## src/rtl/br1enc_pkg.sv

```systemverilog
// shared types and constants for the byterun1 row encoder
package br1enc_pkg;

    localparam int MAX_GROUP        = 128;
    localparam int BYTES_PER_RESULT = 8;
    localparam int OUT_BYTES        = 8;
    localparam int OUT_IW           = $clog2(OUT_BYTES);
    localparam int CNT_W            = 4;
    localparam int GRP_W            = $clog2(MAX_GROUP + 1);
    localparam int RING_DEPTH       = 2 * MAX_GROUP;
    localparam int RING_AW          = $clog2(RING_DEPTH);
    localparam int RING_PW          = RING_AW + 1;
    localparam int CMD_DEPTH        = 4;
    localparam int CMD_AW           = $clog2(CMD_DEPTH);
    localparam int OUT_TDATA_W      = ((OUT_BYTES * 8 + CNT_W + 7) / 8) * 8;

    typedef enum logic [1:0] {
        CMD_LIT = 2'd0,
        CMD_RUN = 2'd1,
        CMD_END = 2'd2
    } t_cmd_kind;

    typedef struct packed {
        t_cmd_kind        kind;
        logic [GRP_W-1:0] len;
        logic [7:0]       value;
    } t_cmd;

    typedef struct packed {
        logic               we;
        logic [RING_AW-1:0] addr;
        logic [7:0]         data;
    } t_lit_wr;

    typedef struct packed {
        logic               re;
        logic [RING_AW-1:0] addr;
    } t_lit_rd;

    typedef struct packed {
        logic [OUT_BYTES-1:0][7:0] bytes;
        logic [CNT_W-1:0]          count;
        logic                      last;
    } t_result;

    typedef enum logic [1:0] {
        F_IDLE = 2'd0,
        F_STEP = 2'd1,
        F_DONE = 2'd2
    } t_front_state;

    typedef enum logic [2:0] {
        B_IDLE = 3'd0,
        B_HDR  = 3'd1,
        B_LIT  = 3'd2,
        B_RUNV = 3'd3,
        B_END  = 3'd4
    } t_back_state;

endpackage

```

## src/rtl/br1enc_ram.sv

```systemverilog
// generic simple dual-port ram with registered read
module br1enc_ram #(
    parameter int WIDTH = 8,
    parameter int DEPTH = 256
) (
    input  logic                     i_clk,
    input  logic                     i_we,
    input  logic [$clog2(DEPTH)-1:0] i_waddr,
    input  logic [WIDTH-1:0]         i_wdata,
    input  logic                     i_re,
    input  logic [$clog2(DEPTH)-1:0] i_raddr,
    output logic [WIDTH-1:0]         o_rdata
);

    logic [WIDTH-1:0] r_mem [0:DEPTH-1];
    logic [WIDTH-1:0] r_rdata;

    always_ff @(posedge i_clk) begin
        if (i_we) begin
            r_mem[i_waddr] <= i_wdata;
        end
        if (i_re) begin
            r_rdata <= r_mem[i_raddr];
        end
    end

    assign o_rdata = r_rdata;

endmodule

```

## src/rtl/br1enc_cmd_fifo.sv

```systemverilog
// command queue between the classifier and the byte emitter
module br1enc_cmd_fifo (
    input  logic              i_clk,
    input  logic              i_rst_n,
    input  logic              i_push,
    input  br1enc_pkg::t_cmd  i_cmd,
    output logic              o_full,
    input  logic              i_pop,
    output br1enc_pkg::t_cmd  o_cmd,
    output logic              o_empty
);
    import br1enc_pkg::*;

    t_cmd            r_mem [0:CMD_DEPTH-1];
    logic [CMD_AW:0] r_wr;
    logic [CMD_AW:0] r_rd;
    logic [CMD_AW:0] n_wr;
    logic [CMD_AW:0] n_rd;

    assign o_empty = (r_wr == r_rd);
    assign o_full  = ((r_wr - r_rd) == (CMD_AW + 1)'(CMD_DEPTH));
    assign o_cmd   = r_mem[r_rd[CMD_AW-1:0]];

    always_comb begin
        n_wr = r_wr;
        n_rd = r_rd;
        if (i_push && !o_full) begin
            n_wr = r_wr + 1'b1;
        end
        if (i_pop && !o_empty) begin
            n_rd = r_rd + 1'b1;
        end
    end

    always_ff @(posedge i_clk) begin
        if (!i_rst_n) begin
            r_wr <= '0;
            r_rd <= '0;
        end else begin
            r_wr <= n_wr;
            r_rd <= n_rd;
        end
    end

    always_ff @(posedge i_clk) begin
        if (i_push && !o_full) begin
            r_mem[r_wr[CMD_AW-1:0]] <= i_cmd;
        end
    end

endmodule

```

## src/rtl/br1enc_front.sv

```systemverilog
// classifier: four-byte window, run detection and literal buffering
module br1enc_front (
    input  logic                           i_clk,
    input  logic                           i_rst_n,
    input  logic                           i_valid,
    output logic                           o_ready,
    input  logic [7:0]                     i_data,
    input  logic                           i_row_end,
    output logic                           o_push,
    output br1enc_pkg::t_cmd               o_cmd,
    input  logic                           i_full,
    output br1enc_pkg::t_lit_wr            o_lit_wr,
    input  logic [br1enc_pkg::RING_PW-1:0] i_rd_ptr
);
    import br1enc_pkg::*;

    t_front_state       r_state, n_state;
    logic [7:0]         r_w [0:3];
    logic [7:0]         n_w [0:3];
    logic [2:0]         r_wn, n_wn;
    logic               r_end, n_end;
    logic               r_in_run, n_in_run;
    logic [7:0]         r_run_val, n_run_val;
    logic [GRP_W-1:0]   r_run_len, n_run_len;
    logic [GRP_W-1:0]   r_lit_cnt, n_lit_cnt;
    logic [RING_PW-1:0] r_wr_ptr, n_wr_ptr;

    logic [RING_PW-1:0] occ;
    logic               ring_full;
    logic               run_cond;
    logic               do_add;
    logic               do_pop;
    t_cmd               cmd;

    assign occ       = r_wr_ptr - i_rd_ptr;
    assign ring_full = (occ == RING_PW'(RING_DEPTH));
    assign run_cond  = (r_w[1] == r_w[0]) && ((r_w[2] == r_w[0]) || (r_w[2] == r_w[3]));
    assign o_ready   = (r_state == F_IDLE);
    assign o_cmd     = cmd;

    always_comb begin
        n_state   = r_state;
        n_w       = r_w;
        n_wn      = r_wn;
        n_end     = r_end;
        n_in_run  = r_in_run;
        n_run_val = r_run_val;
        n_run_len = r_run_len;
        n_lit_cnt = r_lit_cnt;
        n_wr_ptr  = r_wr_ptr;
        o_push    = 1'b0;
        cmd       = '{kind: CMD_END, len: '0, value: '0};
        o_lit_wr  = '{we: 1'b0, addr: r_wr_ptr[RING_AW-1:0], data: r_w[0]};
        do_add    = 1'b0;
        do_pop    = 1'b0;

        unique case (r_state)
            F_IDLE: begin
                if (i_valid) begin
                    n_w[r_wn[1:0]] = i_data;
                    n_wn           = r_wn + 3'd1;
                    n_end          = i_row_end;
                    n_state        = F_STEP;
                end
            end
            F_STEP: begin
                if (!i_full && !ring_full) begin
                    if (r_in_run) begin
                        if (r_wn != 3'd0) begin
                            if (r_w[0] == r_run_val && r_run_len < GRP_W'(MAX_GROUP)) begin
                                n_run_len = r_run_len + 1'b1;
                                do_pop    = 1'b1;
                            end else begin
                                o_push   = 1'b1;
                                cmd      = '{kind: CMD_RUN, len: r_run_len, value: r_run_val};
                                n_in_run = 1'b0;
                            end
                        end else begin
                            if (r_end) begin
                                o_push   = 1'b1;
                                cmd      = '{kind: CMD_RUN, len: r_run_len, value: r_run_val};
                                n_in_run = 1'b0;
                            end
                            n_state = F_DONE;
                        end
                    end else if (r_wn == 3'd4) begin
                        if (run_cond) begin
                            if (r_lit_cnt != '0) begin
                                o_push = 1'b1;
                                cmd    = '{kind: CMD_LIT, len: r_lit_cnt, value: '0};
                            end
                            n_lit_cnt = '0;
                            n_run_val = r_w[0];
                            n_run_len = '0;
                            n_in_run  = 1'b1;
                        end else begin
                            do_add = 1'b1;
                        end
                    end else if (r_end && r_wn != 3'd0) begin
                        // short tail at row end goes into the literal group
                        do_add = 1'b1;
                    end else begin
                        if (r_end) begin
                            if (r_lit_cnt != '0) begin
                                o_push = 1'b1;
                                cmd    = '{kind: CMD_LIT, len: r_lit_cnt, value: '0};
                            end
                            n_lit_cnt = '0;
                        end
                        n_state = F_DONE;
                    end
                end
            end
            F_DONE: begin
                if (!i_full) begin
                    // end marker closes the results of this transaction
                    o_push  = 1'b1;
                    cmd     = '{kind: CMD_END, len: '0, value: '0};
                    n_end   = 1'b0;
                    n_state = F_IDLE;
                end
            end
            default: begin
                n_state = F_IDLE;
            end
        endcase

        if (do_add) begin
            o_lit_wr.we = 1'b1;
            n_wr_ptr    = r_wr_ptr + 1'b1;
            do_pop      = 1'b1;
            if (r_lit_cnt == GRP_W'(MAX_GROUP - 1)) begin
                o_push    = 1'b1;
                cmd       = '{kind: CMD_LIT, len: GRP_W'(MAX_GROUP), value: '0};
                n_lit_cnt = '0;
            end else begin
                n_lit_cnt = r_lit_cnt + 1'b1;
            end
        end

        if (do_pop) begin
            n_w[0] = r_w[1];
            n_w[1] = r_w[2];
            n_w[2] = r_w[3];
            n_wn   = r_wn - 3'd1;
        end
    end

    always_ff @(posedge i_clk) begin
        if (!i_rst_n) begin
            r_state   <= F_IDLE;
            r_wn      <= '0;
            r_end     <= 1'b0;
            r_in_run  <= 1'b0;
            r_run_len <= '0;
            r_lit_cnt <= '0;
            r_wr_ptr  <= '0;
        end else begin
            r_state   <= n_state;
            r_wn      <= n_wn;
            r_end     <= n_end;
            r_in_run  <= n_in_run;
            r_run_len <= n_run_len;
            r_lit_cnt <= n_lit_cnt;
            r_wr_ptr  <= n_wr_ptr;
        end
    end

    always_ff @(posedge i_clk) begin
        r_w       <= n_w;
        r_run_val <= n_run_val;
    end

endmodule

```

## src/rtl/br1enc_back.sv

```systemverilog
// byte emitter: expands commands into coded bytes and packs them into results
module br1enc_back (
    input  logic                           i_clk,
    input  logic                           i_rst_n,
    input  logic                           i_empty,
    input  br1enc_pkg::t_cmd               i_cmd,
    output logic                           o_pop,
    output br1enc_pkg::t_lit_rd            o_lit_rd,
    input  logic [7:0]                     i_rdata,
    output logic [br1enc_pkg::RING_PW-1:0] o_rd_ptr,
    output logic                           o_valid,
    input  logic                           i_ready,
    output br1enc_pkg::t_result            o_result
);
    import br1enc_pkg::*;

    t_back_state        r_state, n_state;
    t_cmd_kind          r_kind, n_kind;
    logic [GRP_W-1:0]   r_len, n_len;
    logic [7:0]         r_val, n_val;
    logic [GRP_W-1:0]   r_rem, n_rem;
    logic [RING_PW-1:0] r_rd_ptr, n_rd_ptr;

    logic [7:0]         r_acc [0:OUT_BYTES-1];
    logic [7:0]         n_acc [0:OUT_BYTES-1];
    logic [CNT_W-1:0]   r_acc_cnt, n_acc_cnt;
    logic               r_out_valid, n_out_valid;
    t_result            r_out;
    t_result            masked;

    logic [7:0]         hdr;
    logic               b_valid;
    logic               b_end;
    logic [7:0]         b_byte;
    logic               b_move;
    logic               b_ready;
    logic               load;
    logic               load_last;

    assign hdr = (r_kind == CMD_LIT) ? (8'(r_len) - 8'd1) : (8'd1 - 8'(r_len));

    // byte stream toward the packer, from state alone
    always_comb begin
        b_valid = 1'b0;
        b_end   = 1'b0;
        b_byte  = hdr;
        unique case (r_state)
            B_IDLE: begin
                b_valid = 1'b0;
            end
            B_HDR: begin
                b_valid = 1'b1;
            end
            B_LIT: begin
                b_valid = 1'b1;
                b_byte  = i_rdata;
            end
            B_RUNV: begin
                b_valid = 1'b1;
                b_byte  = r_val;
            end
            B_END: begin
                b_valid = 1'b1;
                b_end   = 1'b1;
            end
            default: begin
                b_valid = 1'b0;
            end
        endcase
    end

    // a full accumulator is only released once the next byte or the end marker shows up
    assign b_move  = b_valid && (b_end ? (r_acc_cnt != '0)
                                       : (r_acc_cnt == CNT_W'(BYTES_PER_RESULT)));
    assign b_ready = !b_move || !r_out_valid || i_ready;

    always_comb begin
        n_state  = r_state;
        n_kind   = r_kind;
        n_len    = r_len;
        n_val    = r_val;
        n_rem    = r_rem;
        n_rd_ptr = r_rd_ptr;
        o_pop    = 1'b0;
        o_lit_rd = '{re: 1'b0, addr: r_rd_ptr[RING_AW-1:0]};

        unique case (r_state)
            B_IDLE: begin
                if (!i_empty) begin
                    o_pop   = 1'b1;
                    n_kind  = i_cmd.kind;
                    n_len   = i_cmd.len;
                    n_val   = i_cmd.value;
                    n_state = (i_cmd.kind == CMD_END) ? B_END : B_HDR;
                end
            end
            B_HDR: begin
                if (b_ready) begin
                    if (r_kind == CMD_LIT) begin
                        o_lit_rd.re = 1'b1;
                        n_rd_ptr    = r_rd_ptr + 1'b1;
                        n_rem       = r_len;
                        n_state     = B_LIT;
                    end else begin
                        n_state = B_RUNV;
                    end
                end
            end
            B_LIT: begin
                // ram output holds while the packer stalls
                if (b_ready) begin
                    if (r_rem > GRP_W'(1)) begin
                        o_lit_rd.re = 1'b1;
                        n_rd_ptr    = r_rd_ptr + 1'b1;
                        n_rem       = r_rem - 1'b1;
                    end else begin
                        n_state = B_IDLE;
                    end
                end
            end
            B_RUNV: begin
                if (b_ready) begin
                    n_state = B_IDLE;
                end
            end
            B_END: begin
                if (b_ready) begin
                    n_state = B_IDLE;
                end
            end
            default: begin
                n_state = B_IDLE;
            end
        endcase
    end

    always_comb begin
        n_acc     = r_acc;
        n_acc_cnt = r_acc_cnt;
        load      = 1'b0;
        load_last = 1'b0;
        if (b_valid && b_ready) begin
            if (b_end) begin
                if (r_acc_cnt != '0) begin
                    load      = 1'b1;
                    load_last = 1'b1;
                end
                n_acc_cnt = '0;
            end else if (r_acc_cnt == CNT_W'(BYTES_PER_RESULT)) begin
                load      = 1'b1;
                n_acc[0]  = b_byte;
                n_acc_cnt = CNT_W'(1);
            end else begin
                n_acc[r_acc_cnt[OUT_IW-1:0]] = b_byte;
                n_acc_cnt                    = r_acc_cnt + 1'b1;
            end
        end
        n_out_valid = load || (r_out_valid && !i_ready);
    end

    always_comb begin
        for (int j = 0; j < OUT_BYTES; j++) begin
            masked.bytes[j] = (CNT_W'(j) < r_acc_cnt) ? r_acc[j] : 8'd0;
        end
        masked.count = r_acc_cnt;
        masked.last  = load_last;
    end

    always_ff @(posedge i_clk) begin
        if (!i_rst_n) begin
            r_state     <= B_IDLE;
            r_rd_ptr    <= '0;
            r_acc_cnt   <= '0;
            r_out_valid <= 1'b0;
        end else begin
            r_state     <= n_state;
            r_rd_ptr    <= n_rd_ptr;
            r_acc_cnt   <= n_acc_cnt;
            r_out_valid <= n_out_valid;
        end
    end

    always_ff @(posedge i_clk) begin
        r_kind <= n_kind;
        r_len  <= n_len;
        r_val  <= n_val;
        r_rem  <= n_rem;
        r_acc  <= n_acc;
        if (load) begin
            r_out <= masked;
        end
    end

    assign o_rd_ptr = r_rd_ptr;
    assign o_valid  = r_out_valid;
    assign o_result = r_out;

endmodule

```

## src/rtl/byterun1_row_encoder_unit.sv

```systemverilog
// top level of the byterun1 (packbits) row encoder
// Usage: raw row bytes enter on the s_axis channel, one byte per transaction,
// with tlast on the final byte of a row. Coded bytes leave on the m_axis
// channel packed up to eight per transaction: tdata carries the bytes and
// their count, tlast marks the final result caused by one input transaction.
// An input that decides no coded byte gives no result at all.
// The front classifier works one window action per cycle while the command queue
// and literal buffer have room. An input byte is accepted, then classified by one
// window action after another, also when a run starts and breaks inside one window
// and a row end flushes the rest, then closed by an end marker; s_axis_tready is
// high again after that. The back emitter takes a command in its idle state and
// then emits each coded byte in turn, stopping while the packer stalls: header and
// value for a run, header and bytes for a literal group, with literal bytes read
// through the registered ram port. Once its end marker is queued, a result passes
// the idle and end states of the emitter, then the output register.
// Reset (synchronous, active low) empties the window, the command queue and the
// literal buffer pointers; no clearing pass runs, the block is ready right after.
// When the receiver stalls, the output register holds its result, the emitter
// stops once its accumulator is full too, and the command queue (4 entries) and
// literal buffer (256 bytes) fill before the front stops taking input.
module byterun1_row_encoder_unit (
    input  logic                               i_clk,
    input  logic                               i_rst_n,
    input  logic                               i_s_axis_tvalid,
    output logic                               o_s_axis_tready,
    input  logic [7:0]                         i_s_axis_tdata,  // data_byte
    input  logic                               i_s_axis_tlast,  // row_end
    output logic                               o_m_axis_tvalid,
    input  logic                               i_m_axis_tready,
    // out_byte0..out_byte7 [63:0], byte_count [67:64], zero pad above
    output logic [br1enc_pkg::OUT_TDATA_W-1:0] o_m_axis_tdata,
    output logic                               o_m_axis_tlast   // group_last
);
    import br1enc_pkg::*;

    logic               push;
    t_cmd               push_cmd;
    logic               full;
    logic               pop;
    t_cmd               head_cmd;
    logic               empty;
    t_lit_wr            lit_wr;
    t_lit_rd            lit_rd;
    logic [7:0]         lit_rdata;
    logic [RING_PW-1:0] rd_ptr;
    t_result            result;

    br1enc_front u_front (
        .i_clk     (i_clk),
        .i_rst_n   (i_rst_n),
        .i_valid   (i_s_axis_tvalid),
        .o_ready   (o_s_axis_tready),
        .i_data    (i_s_axis_tdata),
        .i_row_end (i_s_axis_tlast),
        .o_push    (push),
        .o_cmd     (push_cmd),
        .i_full    (full),
        .o_lit_wr  (lit_wr),
        .i_rd_ptr  (rd_ptr)
    );

    br1enc_cmd_fifo u_cmd_fifo (
        .i_clk   (i_clk),
        .i_rst_n (i_rst_n),
        .i_push  (push),
        .i_cmd   (push_cmd),
        .o_full  (full),
        .i_pop   (pop),
        .o_cmd   (head_cmd),
        .o_empty (empty)
    );

    br1enc_ram #(
        .WIDTH (8),
        .DEPTH (RING_DEPTH)
    ) u_lit_ram (
        .i_clk   (i_clk),
        .i_we    (lit_wr.we),
        .i_waddr (lit_wr.addr),
        .i_wdata (lit_wr.data),
        .i_re    (lit_rd.re),
        .i_raddr (lit_rd.addr),
        .o_rdata (lit_rdata)
    );

    br1enc_back u_back (
        .i_clk    (i_clk),
        .i_rst_n  (i_rst_n),
        .i_empty  (empty),
        .i_cmd    (head_cmd),
        .o_pop    (pop),
        .o_lit_rd (lit_rd),
        .i_rdata  (lit_rdata),
        .o_rd_ptr (rd_ptr),
        .o_valid  (o_m_axis_tvalid),
        .i_ready  (i_m_axis_tready),
        .o_result (result)
    );

    assign o_m_axis_tdata = OUT_TDATA_W'({result.count, result.bytes});
    assign o_m_axis_tlast = result.last;

endmodule

```

## config.mk

```make
export PLATFORM = sky130hd
export DESIGN_NAME = byterun1_row_encoder_unit
export DESIGN_NICKNAME = d
export VERILOG_FILES = /design/src/rtl/br1enc_pkg.sv /design/src/rtl/br1enc_ram.sv /design/src/rtl/br1enc_cmd_fifo.sv /design/src/rtl/br1enc_front.sv /design/src/rtl/br1enc_back.sv /design/src/rtl/byterun1_row_encoder_unit.sv
export SDC_FILE = /design/constraint.sdc
export NUM_CORES = 2
export LEC_CHECK = 0
export BUFFER_PORTS_ARGS = -buffer_cell sky130_fd_sc_hd__buf_2
export CAP_MARGIN = 20
export CORE_MARGIN = 2
export CORE_UTILIZATION = 57
export DETAILED_ROUTE_END_ITERATION = 10
export PLACE_DENSITY = 0.76
export SLEW_MARGIN = 10
export SYNTH_ARGS = -nofsm -noshare
export SYNTH_HDL_FRONTEND = slang
export SYNTH_HIERARCHICAL = 1
export SYNTH_SLANG_ARGS = --single-unit
```

## constraint.sdc

```tcl
create_clock -name i_clk -period 4.7 [get_ports i_clk]
set_input_delay 0.705 -clock i_clk [delete_from_list [all_inputs] [get_ports i_clk]]
set_output_delay 0.705 -clock i_clk [all_outputs]
set_load 0.1 [all_outputs]
```

Word-level counts from Yosys, hierarchy flattened
Memories as Yosys holds them, arrays and structs flattened. A register that Yosys moved wholly into a read port is not among the register bits.
Index checks and enable logic that the tools add are counted.

word-level totals
  flip-flop bits (word level) = 254
  RAM bits = 2120
  bits of input ports = 13
  memories kept = 2

memories
  name              depth  width  read ports  clocked after Yosys merged registers in  write ports  line                   source
  u_lit_ram.r_mem   256    8      1           1                                        1            br1enc_ram.sv:15       logic [WIDTH-1:0] r_mem [0:DEPTH-1];
  u_cmd_fifo.r_mem  4      18     1           1                                        1            br1enc_cmd_fifo.sv:14  t_cmd r_mem [0:CMD_DEPTH-1];

operators by class
  add/subtract/negate cells = 14
  order comparisons = 14
  equality and inequality tests = 35
  multiplexer cells = 124
  bitwise gates (word level) = 6
  reduce and logical (&&, ||, !) cells = 52

operators with widths
  kind                   count
  $mux W18               13
  $mux W8                21
  $bwmux W64             1
  $mux W32               2
  $mux W1                51
  $mux W9                4
  $bwmux W32             1
  $eq A8 B8 Y1           4
  $pmux W8 S2            2
  $mux W3                9
  $demux W8 S3           1
  $mux W24               1
  $add A9 B1 Y9 const B  2
  $mux W2                9
  $pmux W9 S2            1
  $reduce_and A6 Y1      3
  $add A8 B1 Y8 const B  2
  $demux W8 S2           1
  $lt A3 B4 Y1 const A   4
  $reduce_bool A2 Y1     8
  $sub A8 B1 Y8 const B  2
  $reduce_and A5 Y1      3
  $ne A2 B2 Y1 const B   7
  $ne A2 B1 Y1 const B   6
  other kinds (45)       87

Logic depth before layout (Yosys ltp)
  depth in word-level cells = 13
  mapped depth = 16

Hierarchy
Netlist, hierarchy kept.

modules (own cells, without submodules)
  module                     times used  cells each  area an instance (um^2)  seq. area each (um^2)
  br1enc_ram                 1           3733        79636.4                  61739.2
  br1enc_back                1           494         7128.1                   5114.9
  br1enc_front               1           518         4533.1                   1841.8
  br1enc_cmd_fifo            1           144         3093.0                   2322.2
  byterun1_row_encoder_unit  1           5           33.8                     0.0

Least setup slack after synthesis
OpenSTA, ideal clock, no wires.

  kind = register -> register
  from = register u_back.r_acc_cnt[1]
  to = register u_back.r_out, in the netlist u_back/o_result[0], enable pin
  data arrival time = 4.181 ns
  data required time = 4.204 ns
  setup slack = 0.022 ns
  stages on the path, launching flop included = 8
  clock period less this slack = 4.678 ns
  cell sequence = dfxtp_1 > clkbuf_1 > inv_1 > ha_1 > nand2_1 > clkbuf_1 > nand2_1 > nor2_1

on the way
  cells in the longest elaborated chain, start to end = 8
  elaborated cells on any way between the ends = 12

ends and longest elaborated chain
  what                                                line                source
  start, declared                                     br1enc_back.sv:26   logic [CNT_W-1:0] r_acc_cnt, n_acc_cnt;
  start signal, assigned                              br1enc_back.sv:178  r_acc_cnt <= n_acc_cnt;
  $eq A4 B4 Y1 or $reduce_bool A4 Y1 (tied branches)  n/a
  $mux W1                                             br1enc_back.sv:73   assign b_move = b_valid && (b_end ? (r_acc_cnt != '0)
  $logic_and A1 B1 Y1                                 br1enc_back.sv:73
  $logic_not A1 Y1                                    br1enc_back.sv:75   assign b_ready = !b_move || !r_out_valid || i_ready;
  $logic_or A1 B1 Y1 (2 in a row)                     br1enc_back.sv:75
  $logic_and A1 B1 Y1                                 br1enc_back.sv:142  if (b_valid && b_ready) begin
  $mux W1 *                                           br1enc_back.sv:142
  net u_back.load                                     br1enc_back.sv:37   logic load;
  end signal, assigned                                br1enc_back.sv:190  r_out <= masked;
  end, declared                                       br1enc_back.sv:28   t_result r_out;

Mark *: on every way through the listed nets, which the timed path passes. The rest lies on a longest branch.
A chain may end at the register's enable or synchronous reset.

==> qor.txt <==
H-tree depth - 4
minimum clock period - 4560 ps
R2R Setup Slk - 140 ps
register clock-pin slew on the reported worst setup and hold paths - 60 ps
Pint - 0.0371 W
Reg area - 71000 µm²
Final Util - 0.634
vias - 49000
fraction of layout cells with a size suffix above 1 - 0.207
Core ar. - 165000 µm²
sequential share of power - 0.531
#FFs+latches synth - 2384
post-synthesis sequential area ratio - 0.752
placer's final routability congestion estimate - 0.919
top cell type's share of synthesized area - 0.740
number of global-route vias before repair - 48300
slew margin rel. - 0.0436
yosys warns - 6
Max VDD drop - 0.000576 V
largest area contributor in the netlist - edfxtp_1
Clk network pwr share - 0.372
RSZ-0062 raised after global routing - true
top-count cell post-synth - edfxtp_1
total net switching power - 0.0116 W
kind of critical path - flop to flop
n_diodes - 0
final period utilization - 0.971
DP HPWL - 132000 µm
Clock Latency Late Sink - 880 ps
DRC violations left - 0
DRT Pass-1 Iters - 6
antenna violations before repair - 5
Max Buffers Root-to-Sink - 3
nets - 5087
Initial Util - 0.573
critical path endpoint category - flop
count of cell types in the netlist - 96
cell area power density - 466 nW/µm²
Sw Share - 0.238
CTS-repair resized insts - 0
cts bufs inserted - 222
CP max FO - 16
Synth top cells by count - edfxtp_1 (2327), mux4_2 (472), nor2_1 (343)
Setup Skew - 53.1 ps
Area contributors post-synth - edfxtp_1 (74%), mux4_2 (11%), mux2i_1 (1.7%)
Post-Synthesis Cell Area - 94400 µm²
routed wire length - 223000 µm
Leakage - 31.8 nW
Post-CTS Hold Fix Bufs - 0
first-pass GRT wire length - 326000 µm
combinational power share - 0.098
Slew Viols, Final - 0
filler instances - 10700
Final Hold Viols - 0
Synth Flop Type - edfxtp_1
GRT overflow - 0
antenna-violating nets left - 0
Max Cap Viol - 0
synthesized area per cell - 19.3 µm²
ys async rst share - 0
average routed wire per standard cell - 30.1 µm
# setup viols final - 0
# IOs - 88
cell row count - 149
Data arrival, critical path - 5050 ps
Startpoint Class - flop
Global Route Usage Sum - 0.265
HP Class - input port to flop
Syn Inst Count - 4894
largest net degree at the start of global routing - 195
number of post-CTS setup repair buffers - 0
Buffers on Ports - 83
Root Driver - clkbuf_16
slew of the pin with the lowest slew margin - 1430 ps
CP max-delay cell - nor2_1
DIE WIDTH - 411 µm
Num Clock Sinks - 2384
Die Span Y - 411 µm
Non-Filler Instances - 7425
multi-input logic area - 21400 µm²
vias per cell - 6.60
Die ar. - 169000 µm²
TritonCTS clock tree - built
Fin Hold WS - 84.2 ps
Placed Instances - 7003
Critical Path, Cell by Cell - ha_1 -> a21o_1 -> o311a_1 -> mux2i_1 -> o41a_1 -> and2_1 -> buf_4 -> nand3_1 -> nor2_1
Post-synth EDFFs - 2327
slowest cell delay on critical path - 880 ps
status - completed
1st-iter DRT viols - 7150
Area growth syn-to-layout - 10.6%
max frequency - 0.219 GHz
Worst Path Required - 5190 ps
==> per-stage QoR <==
stage          worst slack, ps  total power [W]  setup TNS (ps)  cell area, µm²
2_1_floorplan             22.5           0.0292               0           94400
3_3_place_gp               193           0.0309               0           97000
3_5_place_dp               311           0.0310               0           97000
4_1_cts                    234           0.0489               0          104000
5_1_grt                  -39.4           0.0501            -899          104000
6_report                   138           0.0487               0          104000
==> registers in the layout, indices dropped and copies added, names as in the netlist, 4 cells and up, named ones only <==
register,flops
u_lit_ram/o_rdata,8
u_back/r_val,8
u_front/r_lit_cnt,8
u_back/r_len,8
u_back/r_acc,64
u_front/r_run_val,8
u_lit_ram/r_mem,2048
u_front/o_lit_wr,8
u_back/o_result,69
u_back/o_rd_ptr,9
u_front/r_run_len,8
u_back/r_acc_cnt,4
u_front/r_wr_ptr,9
u_back/r_rem,8
u_cmd_fifo/r_mem,72
u_front/r_w,24
==> critical path, delay by kind of cell (launching register included) <==
kind / cells / cell delay, ps
buffers and inverters: 1 / 260
adder cells (fa/ha/maj): 1 / 380
AO/OA/AOI/OAI: 3 / 840
flip-flops: 1 / 570
AND/OR/NAND/NOR: 3 / 1830
multiplexers: 1 / 290
==> area by class of cell <==
class,instances,share of cell area
Tap cell,2189,0.0262
Inverter,45,0.00166
Multi-Input combinational cell,2164,0.205
Clock inverter,143,0.0155
Clock buffer,273,0.0556
Sequential cell,2384,0.680
Timing Repair Buffer,227,0.0159
==> per-layer routing <==
layer	wire length, µm	vias to the layer above	global-route usage
li1	-	20200	-
met1	84100	25300	0.375
met2	106000	3043	0.410
met3	25000	468	0.0640
met4	8350	2	0.0933
met5	13	-	0
==> kinds of logic after synthesis <==
| group | count (synthesis) | synth area share |
|---|---|---|
| muxes | 638 | 0.131 |
| other | 1 | 0.0000397 |
| AOI/OAI and AO/OA | 540 | 0.0403 |
| adders and majority gates | 30 | 0.00405 |
| and+or+nand+nor | 898 | 0.0462 |
| DFF | 2384 | 0.752 |
| xor gates and xnor gates | 54 | 0.00517 |
| buffers and inverters | 349 | 0.0216 |
==> power groups by stage <==
stage | Sequential, W | Clock (W) | Combinational (W)
after CTS | 0.0258 | 0.0183 | 0.00480
after floorplan | 0.0262 | 0 | 0.00292
after detailed placement | 0.0263 | 0 | 0.00479
after global placement | 0.0262 | 0 | 0.00465
final | 0.0258 | 0.0181 | 0.00476
after global routing | 0.0258 | 0.0191 | 0.00515
==> layout by cell type (no fill, tap or decap), types with 47 or more instances in the layout <==
cell type	Yosys	layout
nor2b_1	93	90
a21oi_1	140	140
buf_4	57	122
nand2_1	140	140
edfxtp_1	2327	2327
nor2_1	343	339
clkbuf_16	0	223
buf_2	43	89
o221ai_1	47	47
a22oi_1	141	141
mux2i_1	163	163
mux4_2	472	472
nand3_1	86	86
dfxtp_1	57	51
==> path summary, 6_finish.rpt <==
check | startpoint | endpoint | cells after the start
hold / removal | i_s_axis_tdata[4] | u_front/r_w[4]$_DFFE_PP_ | 1
setup reg to reg | u_front/r_wr_ptr[5]$_SDFFE_PN0N_ | u_lit_ram/r_mem[148][5]$_DFFE_PP_ | 9
hold reg to reg | u_front/r_state[0]$_SDFFE_PN0P_ | u_front/r_state[0]$_SDFFE_PN0P_ | 2
setup / recovery | u_front/r_wr_ptr[5]$_SDFFE_PN0N_ | u_lit_ram/r_mem[148][5]$_DFFE_PP_ | 9
No activity file was read; power rests on OpenSTA's default activity.
